### src/rtl/sacr_pkg.sv
// Shared constants, types and arithmetic helpers for the sensor average and report core.
package sacr_pkg;

    // Averaging window and field widths
    localparam int AVG_SAMPLES = 8;
    localparam int CNT_W       = $clog2(AVG_SAMPLES + 1);
    localparam int CELSIUS_W   = 16;
    localparam int TEMP_W      = 17;
    localparam int HUM_W       = 15;
    localparam int TIME_W      = 32;
    localparam int DELTA_W     = 16;
    localparam int SUM_W       = 24;

    // Configuration port
    localparam int CFG_INDEX_W = 2;
    localparam int CFG_DATA_W  = 32;

    localparam logic [CFG_INDEX_W-1:0] REG_TEMP_DELTA = 2'd0;
    localparam logic [CFG_INDEX_W-1:0] REG_HUM_DELTA  = 2'd1;
    localparam logic [CFG_INDEX_W-1:0] REG_PERIOD     = 2'd2;

    localparam logic [DELTA_W-1:0] TEMP_DELTA_RESET = 16'd256;
    localparam logic [DELTA_W-1:0] HUM_DELTA_RESET  = 16'd512;
    localparam logic [TIME_W-1:0]  PERIOD_RESET     = 32'd300000;

    // Opcodes
    localparam logic OP_SAMPLE = 1'b0;
    localparam logic OP_REPORT = 1'b1;

    // Fahrenheit: floor((18c + 5 + 655360) / 10) - 57344, divide by reciprocal
    localparam int FAHR_NUM_W  = 21;
    localparam int FAHR_BIAS   = 655365;
    localparam int FAHR_RECIP  = 1677722;
    localparam int FAHR_SHIFT  = 24;
    localparam int FAHR_OFFSET = 57344;
    localparam int FAHR_PROD_W = 2 * FAHR_NUM_W;

    // Average: magnitude / AVG_SAMPLES by reciprocal, exact for 24-bit magnitudes
    localparam int     DIV_SHIFT  = 30;
    localparam int     DIV_MULT_W = 30;
    localparam longint DIV_MULT   =
        ((longint'(1) << DIV_SHIFT) + AVG_SAMPLES - 1) / AVG_SAMPLES;
    localparam int     DIV_PROD_W = SUM_W + DIV_MULT_W;

    typedef struct packed {
        logic                     valid;
        logic signed [TEMP_W-1:0] value;
    } temp_avg_t;

    typedef struct packed {
        logic              valid;
        logic [HUM_W-1:0]  value;
    } hum_avg_t;

    typedef struct packed {
        logic [DELTA_W-1:0] temp_delta;
        logic [DELTA_W-1:0] hum_delta;
        logic [TIME_W-1:0]  period;
    } report_cfg_t;

    // Celsius Q8.8 to Fahrenheit Q9.8, rounded half up, saturated to 17 bits
    function automatic logic signed [TEMP_W-1:0] fahrenheit(
        input logic signed [CELSIUS_W-1:0] c
    );
        logic signed [FAHR_NUM_W:0]   cx;
        logic signed [FAHR_NUM_W:0]   t;
        logic [FAHR_PROD_W-1:0]       prod;
        logic [TEMP_W:0]              q;
        logic signed [TEMP_W:0]       f;
        cx   = (FAHR_NUM_W + 1)'(c);
        t    = (cx <<< 4) + (cx <<< 1) + (FAHR_NUM_W + 1)'(FAHR_BIAS);
        prod = FAHR_PROD_W'(t[FAHR_NUM_W-1:0]) * FAHR_PROD_W'(FAHR_RECIP);
        q    = prod[FAHR_SHIFT +: TEMP_W + 1];
        f    = $signed(q) - (TEMP_W + 1)'(FAHR_OFFSET);
        if (f > (TEMP_W + 1)'(65535))
            return TEMP_W'(65535);
        else if (f < -(TEMP_W + 1)'(65536))
            return -TEMP_W'(65536);
        return f[TEMP_W-1:0];
    endfunction

    // Unsigned magnitude divided by AVG_SAMPLES, truncated
    function automatic logic [SUM_W-1:0] div_avg(input logic [SUM_W-1:0] mag);
        logic [DIV_PROD_W-1:0] prod;
        prod = DIV_PROD_W'(mag) * DIV_PROD_W'(DIV_MULT);
        return prod[DIV_SHIFT +: SUM_W];
    endfunction

endpackage

### src/rtl/sacr_item_if.sv
// Input item channel: opcode, samples and report time.
interface sacr_item_if;
    logic                                    valid;
    logic                                    ready;
    logic                                    opcode;
    logic                                    temp_valid;
    logic signed [sacr_pkg::CELSIUS_W-1:0]   temp_celsius;
    logic                                    hum_valid;
    logic [sacr_pkg::HUM_W-1:0]              humidity;
    logic [sacr_pkg::TIME_W-1:0]             now_ms;

    modport source (
        output valid, opcode, temp_valid, temp_celsius, hum_valid, humidity, now_ms,
        input  ready
    );
    modport sink (
        input  valid, opcode, temp_valid, temp_celsius, hum_valid, humidity, now_ms,
        output ready
    );
endinterface

### src/rtl/sacr_result_if.sv
// Result item channel: reported averages.
interface sacr_result_if;
    logic                                 valid;
    logic                                 ready;
    logic signed [sacr_pkg::TEMP_W-1:0]   report_temp;
    logic [sacr_pkg::HUM_W-1:0]           report_hum;

    modport source (
        output valid, report_temp, report_hum,
        input  ready
    );
    modport sink (
        input  valid, report_temp, report_hum,
        output ready
    );
endinterface

### src/rtl/sacr_cfg_if.sv
// Configuration write channel: register index and data.
interface sacr_cfg_if;
    logic                                 valid;
    logic                                 ready;
    logic [sacr_pkg::CFG_INDEX_W-1:0]     index;
    logic [sacr_pkg::CFG_DATA_W-1:0]      data;

    modport source (
        output valid, index, data,
        input  ready
    );
    modport sink (
        input  valid, index, data,
        output ready
    );
endinterface

### src/rtl/sacr_temp_chan.sv
// Temperature channel: Fahrenheit conversion and moving average state.
module sacr_temp_chan (
    input  logic                                  clk,
    input  logic                                  rst_n,
    input  logic                                  en,
    input  logic signed [sacr_pkg::CELSIUS_W-1:0] celsius,
    output sacr_pkg::temp_avg_t                   avg
);

    logic signed [sacr_pkg::SUM_W-1:0]   sum_reg;
    logic [sacr_pkg::CNT_W-1:0]          count_reg;
    logic signed [sacr_pkg::TEMP_W-1:0]  avg_reg;
    logic                                avg_valid_reg;

    logic signed [sacr_pkg::TEMP_W-1:0]  sample;
    logic [sacr_pkg::SUM_W-1:0]          mag;
    logic [sacr_pkg::SUM_W-1:0]          q;
    logic signed [sacr_pkg::SUM_W:0]     quo;
    logic                                full;
    logic signed [sacr_pkg::SUM_W:0]     sub;
    logic signed [sacr_pkg::SUM_W+1:0]   acc;
    logic signed [sacr_pkg::SUM_W-1:0]   sum_next;
    logic signed [sacr_pkg::TEMP_W-1:0]  avg_next;

    always_comb
    begin
        sample = sacr_pkg::fahrenheit(celsius);
        mag    = sum_reg[sacr_pkg::SUM_W-1] ? sacr_pkg::SUM_W'(-sum_reg)
                                            : sacr_pkg::SUM_W'(sum_reg);
        q      = sacr_pkg::div_avg(mag);
        // truncate toward zero: divide the magnitude, restore the sign
        quo    = sum_reg[sacr_pkg::SUM_W-1] ? -$signed({1'b0, q}) : $signed({1'b0, q});
        full   = count_reg >= sacr_pkg::CNT_W'(sacr_pkg::AVG_SAMPLES);
        sub    = full ? quo : '0;
        acc    = (sacr_pkg::SUM_W + 2)'(sum_reg) - (sacr_pkg::SUM_W + 2)'(sub)
               + (sacr_pkg::SUM_W + 2)'(sample);

        if (acc > (sacr_pkg::SUM_W + 2)'(8388607))
            sum_next = sacr_pkg::SUM_W'(8388607);
        else if (acc < -(sacr_pkg::SUM_W + 2)'(8388608))
            sum_next = -sacr_pkg::SUM_W'(8388608);
        else
            sum_next = acc[sacr_pkg::SUM_W-1:0];

        if (quo > (sacr_pkg::SUM_W + 1)'(65535))
            avg_next = sacr_pkg::TEMP_W'(65535);
        else if (quo < -(sacr_pkg::SUM_W + 1)'(65536))
            avg_next = -sacr_pkg::TEMP_W'(65536);
        else
            avg_next = quo[sacr_pkg::TEMP_W-1:0];
    end

    always_ff @(posedge clk or negedge rst_n)
    begin
        if (!rst_n)
        begin
            sum_reg       <= '0;
            count_reg     <= '0;
            avg_reg       <= '0;
            avg_valid_reg <= 1'b0;
        end
        else if (en)
        begin
            if (count_reg == '0)
            begin
                // seed with the first sample
                sum_reg   <= sacr_pkg::SUM_W'(sample);
                count_reg <= sacr_pkg::CNT_W'(1);
            end
            else
            begin
                sum_reg <= sum_next;
                if (full)
                begin
                    avg_reg       <= avg_next;
                    avg_valid_reg <= 1'b1;
                end
                else
                begin
                    count_reg <= count_reg + sacr_pkg::CNT_W'(1);
                end
            end
        end
    end

    assign avg.valid = avg_valid_reg;
    assign avg.value = avg_reg;

endmodule

### src/rtl/sacr_hum_chan.sv
// Humidity channel: moving average state.
module sacr_hum_chan (
    input  logic                          clk,
    input  logic                          rst_n,
    input  logic                          en,
    input  logic [sacr_pkg::HUM_W-1:0]    sample,
    output sacr_pkg::hum_avg_t            avg
);

    logic [sacr_pkg::SUM_W-1:0]   sum_reg;
    logic [sacr_pkg::CNT_W-1:0]   count_reg;
    logic [sacr_pkg::HUM_W-1:0]   avg_reg;
    logic                         avg_valid_reg;

    logic [sacr_pkg::SUM_W-1:0]   q;
    logic                         full;
    logic [sacr_pkg::SUM_W-1:0]   sub;
    logic [sacr_pkg::SUM_W:0]     acc;
    logic [sacr_pkg::SUM_W-1:0]   sum_next;
    logic [sacr_pkg::HUM_W-1:0]   avg_next;

    always_comb
    begin
        q    = sacr_pkg::div_avg(sum_reg);
        full = count_reg >= sacr_pkg::CNT_W'(sacr_pkg::AVG_SAMPLES);
        sub  = full ? q : '0;
        // sum - sum/N never goes negative
        acc  = (sacr_pkg::SUM_W + 1)'(sum_reg - sub) + (sacr_pkg::SUM_W + 1)'(sample);

        if (acc[sacr_pkg::SUM_W])
            sum_next = '1;
        else
            sum_next = acc[sacr_pkg::SUM_W-1:0];

        if (q > sacr_pkg::SUM_W'(32767))
            avg_next = '1;
        else
            avg_next = q[sacr_pkg::HUM_W-1:0];
    end

    always_ff @(posedge clk or negedge rst_n)
    begin
        if (!rst_n)
        begin
            sum_reg       <= '0;
            count_reg     <= '0;
            avg_reg       <= '0;
            avg_valid_reg <= 1'b0;
        end
        else if (en)
        begin
            if (count_reg == '0)
            begin
                sum_reg   <= sacr_pkg::SUM_W'(sample);
                count_reg <= sacr_pkg::CNT_W'(1);
            end
            else
            begin
                sum_reg <= sum_next;
                if (full)
                begin
                    avg_reg       <= avg_next;
                    avg_valid_reg <= 1'b1;
                end
                else
                begin
                    count_reg <= count_reg + sacr_pkg::CNT_W'(1);
                end
            end
        end
    end

    assign avg.valid = avg_valid_reg;
    assign avg.value = avg_reg;

endmodule

### src/rtl/sacr_report.sv
// Report decision: change thresholds, period timer and last reported values.
module sacr_report (
    input  logic                          clk,
    input  logic                          rst_n,
    input  logic                          en,
    input  logic [sacr_pkg::TIME_W-1:0]   now_ms,
    input  sacr_pkg::temp_avg_t           temp_avg,
    input  sacr_pkg::hum_avg_t            hum_avg,
    input  sacr_pkg::report_cfg_t         cfg,
    output logic                          fire
);

    logic signed [sacr_pkg::TEMP_W-1:0]  last_temp_reg;
    logic [sacr_pkg::HUM_W-1:0]          last_hum_reg;
    logic [sacr_pkg::TIME_W-1:0]         last_time_reg;
    logic                                reported_once_reg;

    logic signed [sacr_pkg::TEMP_W:0]    tdiff;
    logic [sacr_pkg::TEMP_W-1:0]         tmag;
    logic signed [sacr_pkg::HUM_W:0]     hdiff;
    logic [sacr_pkg::HUM_W-1:0]          hmag;
    logic [sacr_pkg::TIME_W-1:0]         elapsed;
    logic                                due;

    always_comb
    begin
        tdiff   = (sacr_pkg::TEMP_W + 1)'(temp_avg.value)
                - (sacr_pkg::TEMP_W + 1)'(last_temp_reg);
        tmag    = tdiff[sacr_pkg::TEMP_W] ? sacr_pkg::TEMP_W'(-tdiff)
                                          : tdiff[sacr_pkg::TEMP_W-1:0];
        hdiff   = $signed({1'b0, hum_avg.value}) - $signed({1'b0, last_hum_reg});
        hmag    = hdiff[sacr_pkg::HUM_W] ? sacr_pkg::HUM_W'(-hdiff)
                                         : hdiff[sacr_pkg::HUM_W-1:0];
        // wrapping time difference
        elapsed = now_ms - last_time_reg;
        due     = !reported_once_reg
               || tmag >= sacr_pkg::TEMP_W'(cfg.temp_delta)
               || sacr_pkg::DELTA_W'(hmag) >= cfg.hum_delta
               || elapsed > cfg.period;
        fire    = en && temp_avg.valid && hum_avg.valid && due;
    end

    always_ff @(posedge clk or negedge rst_n)
    begin
        if (!rst_n)
        begin
            last_temp_reg     <= '0;
            last_hum_reg      <= '0;
            last_time_reg     <= '0;
            reported_once_reg <= 1'b0;
        end
        else if (fire)
        begin
            last_temp_reg     <= temp_avg.value;
            last_hum_reg      <= hum_avg.value;
            last_time_reg     <= now_ms;
            reported_once_reg <= 1'b1;
        end
    end

endmodule

### src/rtl/sensor_average_and_change_report_core.sv
// Top level: input register, channel averages, report decision and result register.
//
// Averages a temperature channel (Celsius Q8.8 in, Fahrenheit Q9.8 kept) and a
// humidity channel over a window of AVG_SAMPLES and reports both averages on a
// report item, once both are valid, when a change threshold is met, the period
// has run out, or nothing was reported yet. One item is taken every clock cycle
// unless the input register is held by a stalled result; a report is loaded
// into the result register when its item leaves the input register. Each item
// waits in the input register, then a single stage holding the Fahrenheit
// reciprocal multiplier and the two divide-by-window shifts updates the state
// and loads the result register. A stalled result holds the pipe only when the
// result register is full. Configuration writes are taken every cycle and must
// be made while the block is idle.
module sensor_average_and_change_report_core (
    input  logic                 clk,
    input  logic                 rst_n,
    sacr_item_if.sink            item,
    sacr_result_if.source        result,
    sacr_cfg_if.sink             cfg
);

    // Input register
    logic                                  s1_valid_reg;
    logic                                  op_reg;
    logic                                  temp_valid_reg;
    logic signed [sacr_pkg::CELSIUS_W-1:0] celsius_reg;
    logic                                  hum_valid_reg;
    logic [sacr_pkg::HUM_W-1:0]            humidity_reg;
    logic [sacr_pkg::TIME_W-1:0]           now_reg;

    // Result register
    logic                                  out_valid_reg;
    logic signed [sacr_pkg::TEMP_W-1:0]    out_temp_reg;
    logic [sacr_pkg::HUM_W-1:0]            out_hum_reg;

    sacr_pkg::report_cfg_t                 cfg_reg;

    logic                                  advance;
    logic                                  fire;
    sacr_pkg::temp_avg_t                   temp_avg;
    sacr_pkg::hum_avg_t                    hum_avg;

    assign advance    = s1_valid_reg && (!out_valid_reg || result.ready);
    assign item.ready = !s1_valid_reg || advance;
    assign cfg.ready  = 1'b1;

    always_ff @(posedge clk or negedge rst_n)
    begin
        if (!rst_n)
        begin
            s1_valid_reg <= 1'b0;
        end
        else if (item.ready)
        begin
            s1_valid_reg <= item.valid;
        end
    end

    always_ff @(posedge clk)
    begin
        if (item.valid && item.ready)
        begin
            op_reg         <= item.opcode;
            temp_valid_reg <= item.temp_valid;
            celsius_reg    <= item.temp_celsius;
            hum_valid_reg  <= item.hum_valid;
            humidity_reg   <= item.humidity;
            now_reg        <= item.now_ms;
        end
    end

    always_ff @(posedge clk or negedge rst_n)
    begin
        if (!rst_n)
        begin
            cfg_reg.temp_delta <= sacr_pkg::TEMP_DELTA_RESET;
            cfg_reg.hum_delta  <= sacr_pkg::HUM_DELTA_RESET;
            cfg_reg.period     <= sacr_pkg::PERIOD_RESET;
        end
        else if (cfg.valid)
        begin
            case (cfg.index)
                sacr_pkg::REG_TEMP_DELTA: cfg_reg.temp_delta <= cfg.data[sacr_pkg::DELTA_W-1:0];
                sacr_pkg::REG_HUM_DELTA:  cfg_reg.hum_delta  <= cfg.data[sacr_pkg::DELTA_W-1:0];
                sacr_pkg::REG_PERIOD:     cfg_reg.period     <= cfg.data[sacr_pkg::TIME_W-1:0];
                default:                  cfg_reg            <= cfg_reg;
            endcase
        end
    end

    sacr_temp_chan u_temp (
        .clk     (clk),
        .rst_n   (rst_n),
        .en      (advance && op_reg == sacr_pkg::OP_SAMPLE && temp_valid_reg),
        .celsius (celsius_reg),
        .avg     (temp_avg)
    );

    sacr_hum_chan u_hum (
        .clk    (clk),
        .rst_n  (rst_n),
        .en     (advance && op_reg == sacr_pkg::OP_SAMPLE && hum_valid_reg),
        .sample (humidity_reg),
        .avg    (hum_avg)
    );

    sacr_report u_report (
        .clk      (clk),
        .rst_n    (rst_n),
        .en       (advance && op_reg == sacr_pkg::OP_REPORT),
        .now_ms   (now_reg),
        .temp_avg (temp_avg),
        .hum_avg  (hum_avg),
        .cfg      (cfg_reg),
        .fire     (fire)
    );

    always_ff @(posedge clk or negedge rst_n)
    begin
        if (!rst_n)
        begin
            out_valid_reg <= 1'b0;
        end
        else if (advance)
        begin
            out_valid_reg <= fire;
        end
        else if (result.ready)
        begin
            out_valid_reg <= 1'b0;
        end
    end

    always_ff @(posedge clk)
    begin
        if (fire)
        begin
            out_temp_reg <= temp_avg.value;
            out_hum_reg  <= hum_avg.value;
        end
    end

    assign result.valid       = out_valid_reg;
    assign result.report_temp = out_temp_reg;
    assign result.report_hum  = out_hum_reg;

`ifndef SYNTHESIS
    a_result_from_advance: assert property (@(posedge clk) disable iff (!rst_n)
        $rose(out_valid_reg) |-> $past(advance))
        else $error("result appeared without an item leaving the input register");

    a_report_needs_averages: assert property (@(posedge clk) disable iff (!rst_n)
        fire |-> advance && temp_avg.valid && hum_avg.valid)
        else $error("report fired without both averages valid");

    a_report_loaded: assert property (@(posedge clk) disable iff (!rst_n)
        fire |=> result.valid && result.report_temp == $past(temp_avg.value)
                 && result.report_hum == $past(hum_avg.value))
        else $error("report not loaded into the result register");
`endif

endmodule
### src/flat_wrapper.sv
// flat-port wrapper written by rule: the top's interface ports become plain ports
module sensor_average_and_change_report_core_flat 
  (clk, rst_n, item_valid, item_opcode, item_temp_valid, item_temp_celsius, item_hum_valid, item_humidity, item_now_ms, item_ready, result_valid, result_report_temp, result_report_hum, result_ready, cfg_valid, cfg_index, cfg_data, cfg_ready);
  sacr_item_if item_i ();
  sacr_result_if result_i ();
  sacr_cfg_if cfg_i ();
  input  logic clk;
  input  logic rst_n;
  input wire logic [$bits(item_i.valid)-1:0] item_valid;
  input wire logic [$bits(item_i.opcode)-1:0] item_opcode;
  input wire logic [$bits(item_i.temp_valid)-1:0] item_temp_valid;
  input wire logic [$bits(item_i.temp_celsius)-1:0] item_temp_celsius;
  input wire logic [$bits(item_i.hum_valid)-1:0] item_hum_valid;
  input wire logic [$bits(item_i.humidity)-1:0] item_humidity;
  input wire logic [$bits(item_i.now_ms)-1:0] item_now_ms;
  output wire logic [$bits(item_i.ready)-1:0] item_ready;
  output wire logic [$bits(result_i.valid)-1:0] result_valid;
  output wire logic [$bits(result_i.report_temp)-1:0] result_report_temp;
  output wire logic [$bits(result_i.report_hum)-1:0] result_report_hum;
  input wire logic [$bits(result_i.ready)-1:0] result_ready;
  input wire logic [$bits(cfg_i.valid)-1:0] cfg_valid;
  input wire logic [$bits(cfg_i.index)-1:0] cfg_index;
  input wire logic [$bits(cfg_i.data)-1:0] cfg_data;
  output wire logic [$bits(cfg_i.ready)-1:0] cfg_ready;
  assign item_i.valid = item_valid;
  assign item_i.opcode = item_opcode;
  assign item_i.temp_valid = item_temp_valid;
  assign item_i.temp_celsius = item_temp_celsius;
  assign item_i.hum_valid = item_hum_valid;
  assign item_i.humidity = item_humidity;
  assign item_i.now_ms = item_now_ms;
  assign item_ready = item_i.ready;
  assign result_valid = result_i.valid;
  assign result_report_temp = result_i.report_temp;
  assign result_report_hum = result_i.report_hum;
  assign result_i.ready = result_ready;
  assign cfg_i.valid = cfg_valid;
  assign cfg_i.index = cfg_index;
  assign cfg_i.data = cfg_data;
  assign cfg_ready = cfg_i.ready;
  sensor_average_and_change_report_core u_core (.clk(clk), .rst_n(rst_n), .item(item_i), .result(result_i), .cfg(cfg_i));
endmodule
### config.mk
export PLATFORM = sky130hd
export DESIGN_NAME = sensor_average_and_change_report_core_flat
export DESIGN_NICKNAME = d
export VERILOG_FILES = /design/src/rtl/sacr_pkg.sv /design/src/rtl/sacr_item_if.sv /design/src/rtl/sacr_result_if.sv /design/src/rtl/sacr_cfg_if.sv /design/src/rtl/sacr_temp_chan.sv /design/src/rtl/sacr_hum_chan.sv /design/src/rtl/sacr_report.sv /design/src/rtl/sensor_average_and_change_report_core.sv /design/src/flat_wrapper.sv
export SDC_FILE = /design/constraint.sdc
export NUM_CORES = 1
export LEC_CHECK = 0
export ABC_AREA = 0
export CORE_ASPECT_RATIO = 0.8
export CORE_UTILIZATION = 47
export DETAILED_ROUTE_END_ITERATION = 7
export DONT_BUFFER_PORTS = 1
export GPL_ROUTABILITY_DRIVEN = 0
export SLEW_MARGIN = 20
export SYNTH_ARGS = -nofsm -noshare
export SYNTH_HDL_FRONTEND = slang
export SYNTH_SLANG_ARGS = --single-unit
### constraint.sdc
create_clock -name clk -period 29 [get_ports clk]
set_input_delay 1.45 -clock clk [delete_from_list [all_inputs] [get_ports clk]]
set_output_delay 1.45 -clock clk [all_outputs]
set_load 0.05 [all_outputs]
==> run metrics <==
Remaining DRCs=0; vias in the first global route=22852; critical path required time=29.47 ns; met3 WL post-DR=4.27 mm; Post-synth EDFFs=98; largest stage delay on the critical path=0.77 ns; postcts setup bufs=0; initial antenna violation count=0; max reg flops=64; Seq/Total Area, Yosys=27.7%; Worst Path Arrival=15.39 ns; Detail Route met2 WL=34.9 mm; layout cell share with drive strength beyond 1=7.05%; Worst slew margin=28.0%; Final #Nets=3867; Core Area=64300 um2; synth unique cells=100; cell mode on critical path=fa_1; post-CTS resize count=0; Peak Freq=67.0 MHz; die height=230 um; Final Hold Viols=0; Row Count=83; Reg area=8490 um2; Root Driver=clkbuf_16; post-synthesis cell count=3151; fill count=5760; global-route wire length before repair=122 mm; top layer in use=met4; CTS buffer count=39; CP Launch Type=flop; HP Start=u_core.u_report.reported_once_reg; Avg WL per Cell=18.9 um; CP endpoint kind=flop; post-synth top area cell=ha_1; Worst-Margin Slew=1.08 ns; Mapped Nets=3870; R2R Path Start=u_core.celsius_reg[1]; vias per std cell=5.63; async set-or-reset flop fraction in the synthesized netlist=69.3%; io pins=140; Sink Count=319; Clock Skew=0.0239 ns; IO buf count=0; Total Routing Usage GR=23.2%; status=completed; hold bufs inserted after CTS=0; Worst-Skew Late Latency=0.58 ns; worst hold path type=reg -> reg; Pins Over Slew Limit=0; Top FF cell, synth=dfrtp_1; unrepaired setup endpoints after global routing=no; synthesized area=30600 um2; Post-DRT Antenna Nets=0; Initial Utilization=47.6%; Final Critical Period=14.92 ns; final wirelength=76.2 mm; DIE WIDTH=287 um; clk slew on worst S/H paths=0.06 ns; crit-path leading delay family=compound AO/OA/AOI/OAI gates; largest net degree at the start of global routing=222; count leader, synth=inv_1; top cells by area, synth=ha_1, dfrtp_1, fa_1, edfxtp_1, inv_1; Yosys top cell area share=17.3%; first-pass iteration count of the detailed router=6; Crit Path Max Fanout=24; Avg Cell Area, Syn=9.71 um2; crit path kind=reg -> reg; GRT overflow=0; final setup fails=0; period utilization=51.5%; vias post-DR=22702; area of the multi-input gates=19700 um2; total negative setup slack=0 ns; DRT iter0 DRCs=1610; CTS tree=yes; M1 wire length=35.3 mm; Max-Cap Viols=0; crit path from=u_core.celsius_reg[1]; area grow syn2layout=7.42%; Max clock buf depth=3; Seq cells post-synth=319; Synth Warn #=0; dpl hpwl=60.5 mm; most common library cells after synthesis=inv_1, ha_1, dfrtp_1, fa_1, o21ai_0; Critical-path top delay cell=o2bb2ai_2; H-tree depth=2; Buf+Inv Stages, Crit Path=5; die footprint=66100 um2
-- cells in the final DEF (no fill, tap or decap), types with 16 or more instances in the layout --
master	count
mux2_1	22
fa_1	191
xor2_1	60
a31oi_1	20
and3_1	20
nand2b_1	23
nor2b_1	22
mux2_2	92
nand3_1	46
a221o_1	16
o21bai_1	17
edfxtp_1	98
clkbuf_16	43
o22ai_1	16
a21o_1	74
nand4_1	30
and2_1	41
o21a_1	32
nand2_1	157
inv_1	567
xnor2_1	141
dfrtp_1	211
a21oi_1	154
nor3_1	52
nor2_1	138
a211oi_1	21
o21ai_0	158
ha_1	423
-- cells by family after synthesis --
kind of cell               Yosys count  synth area share (%)
DFF                                319                  27.7
xor gates and xnor gates           203                  5.86
adders and majority gates          614                  29.8
and+or+nand+nor                    599                  9.87
muxes                              119                  4.36
other                                1                0.0123
AOI/OAI and AO/OA                  669                  14.5
buffers and inverters              627                  7.90
-- path summary, 6_finish.rpt --
path                                                      to  slack [ns]  depth (start not counted)
setup / recovery                   u_core.u_temp.sum_reg[22]       14.08                         47
hold / removal             u_core.u_report.reported_once_reg        0.48                          1
setup reg to reg                   u_core.u_temp.sum_reg[22]       14.08                         47
hold reg to reg            u_core.u_report.reported_once_reg        0.48                          1
max in group asynchronous           u_core.u_hum.sum_reg[19]       28.08                          0
min in group asynchronous   u_core.u_report.last_time_reg[4]        0.58                          0
-- layer usage --
metal / vias up / global-route usage [%]
met3: 109 / 2.86
met2: 646 / 37.4
met4: 0 / 5.90
met5: - / 0
li1: 10805 / -
met1: 11142 / 33.0
-- per-stage QoR --
stage	instance area [um2]	setup slack (ns)	util, %	hold WS, ns	cells
global route	32900	13.22	51.1	0.479	4029
global placement	31500	14.72	49.0	0.442	3957
detailed placement	31500	14.35	49.0	0.456	3957
finish	32900	14.08	51.1	0.477	4032
CTS	32900	14.24	51.1	0.472	4029
floorplan	30600	16.31	-	0.426	3151
-- layout make-up --
class	count	area share (%)
clock inverter	22	0.754
sequential	319	25.8
inverter	572	6.54
multi-input combinational	2205	60.0
timing repair buffer	11	0.251
tap	850	3.24
clock buffer	50	3.42
antenna	3	0.0228
Power is not shown: default switching activity piles up to over one toggle a cycle in this logic, so the estimate is an artifact.
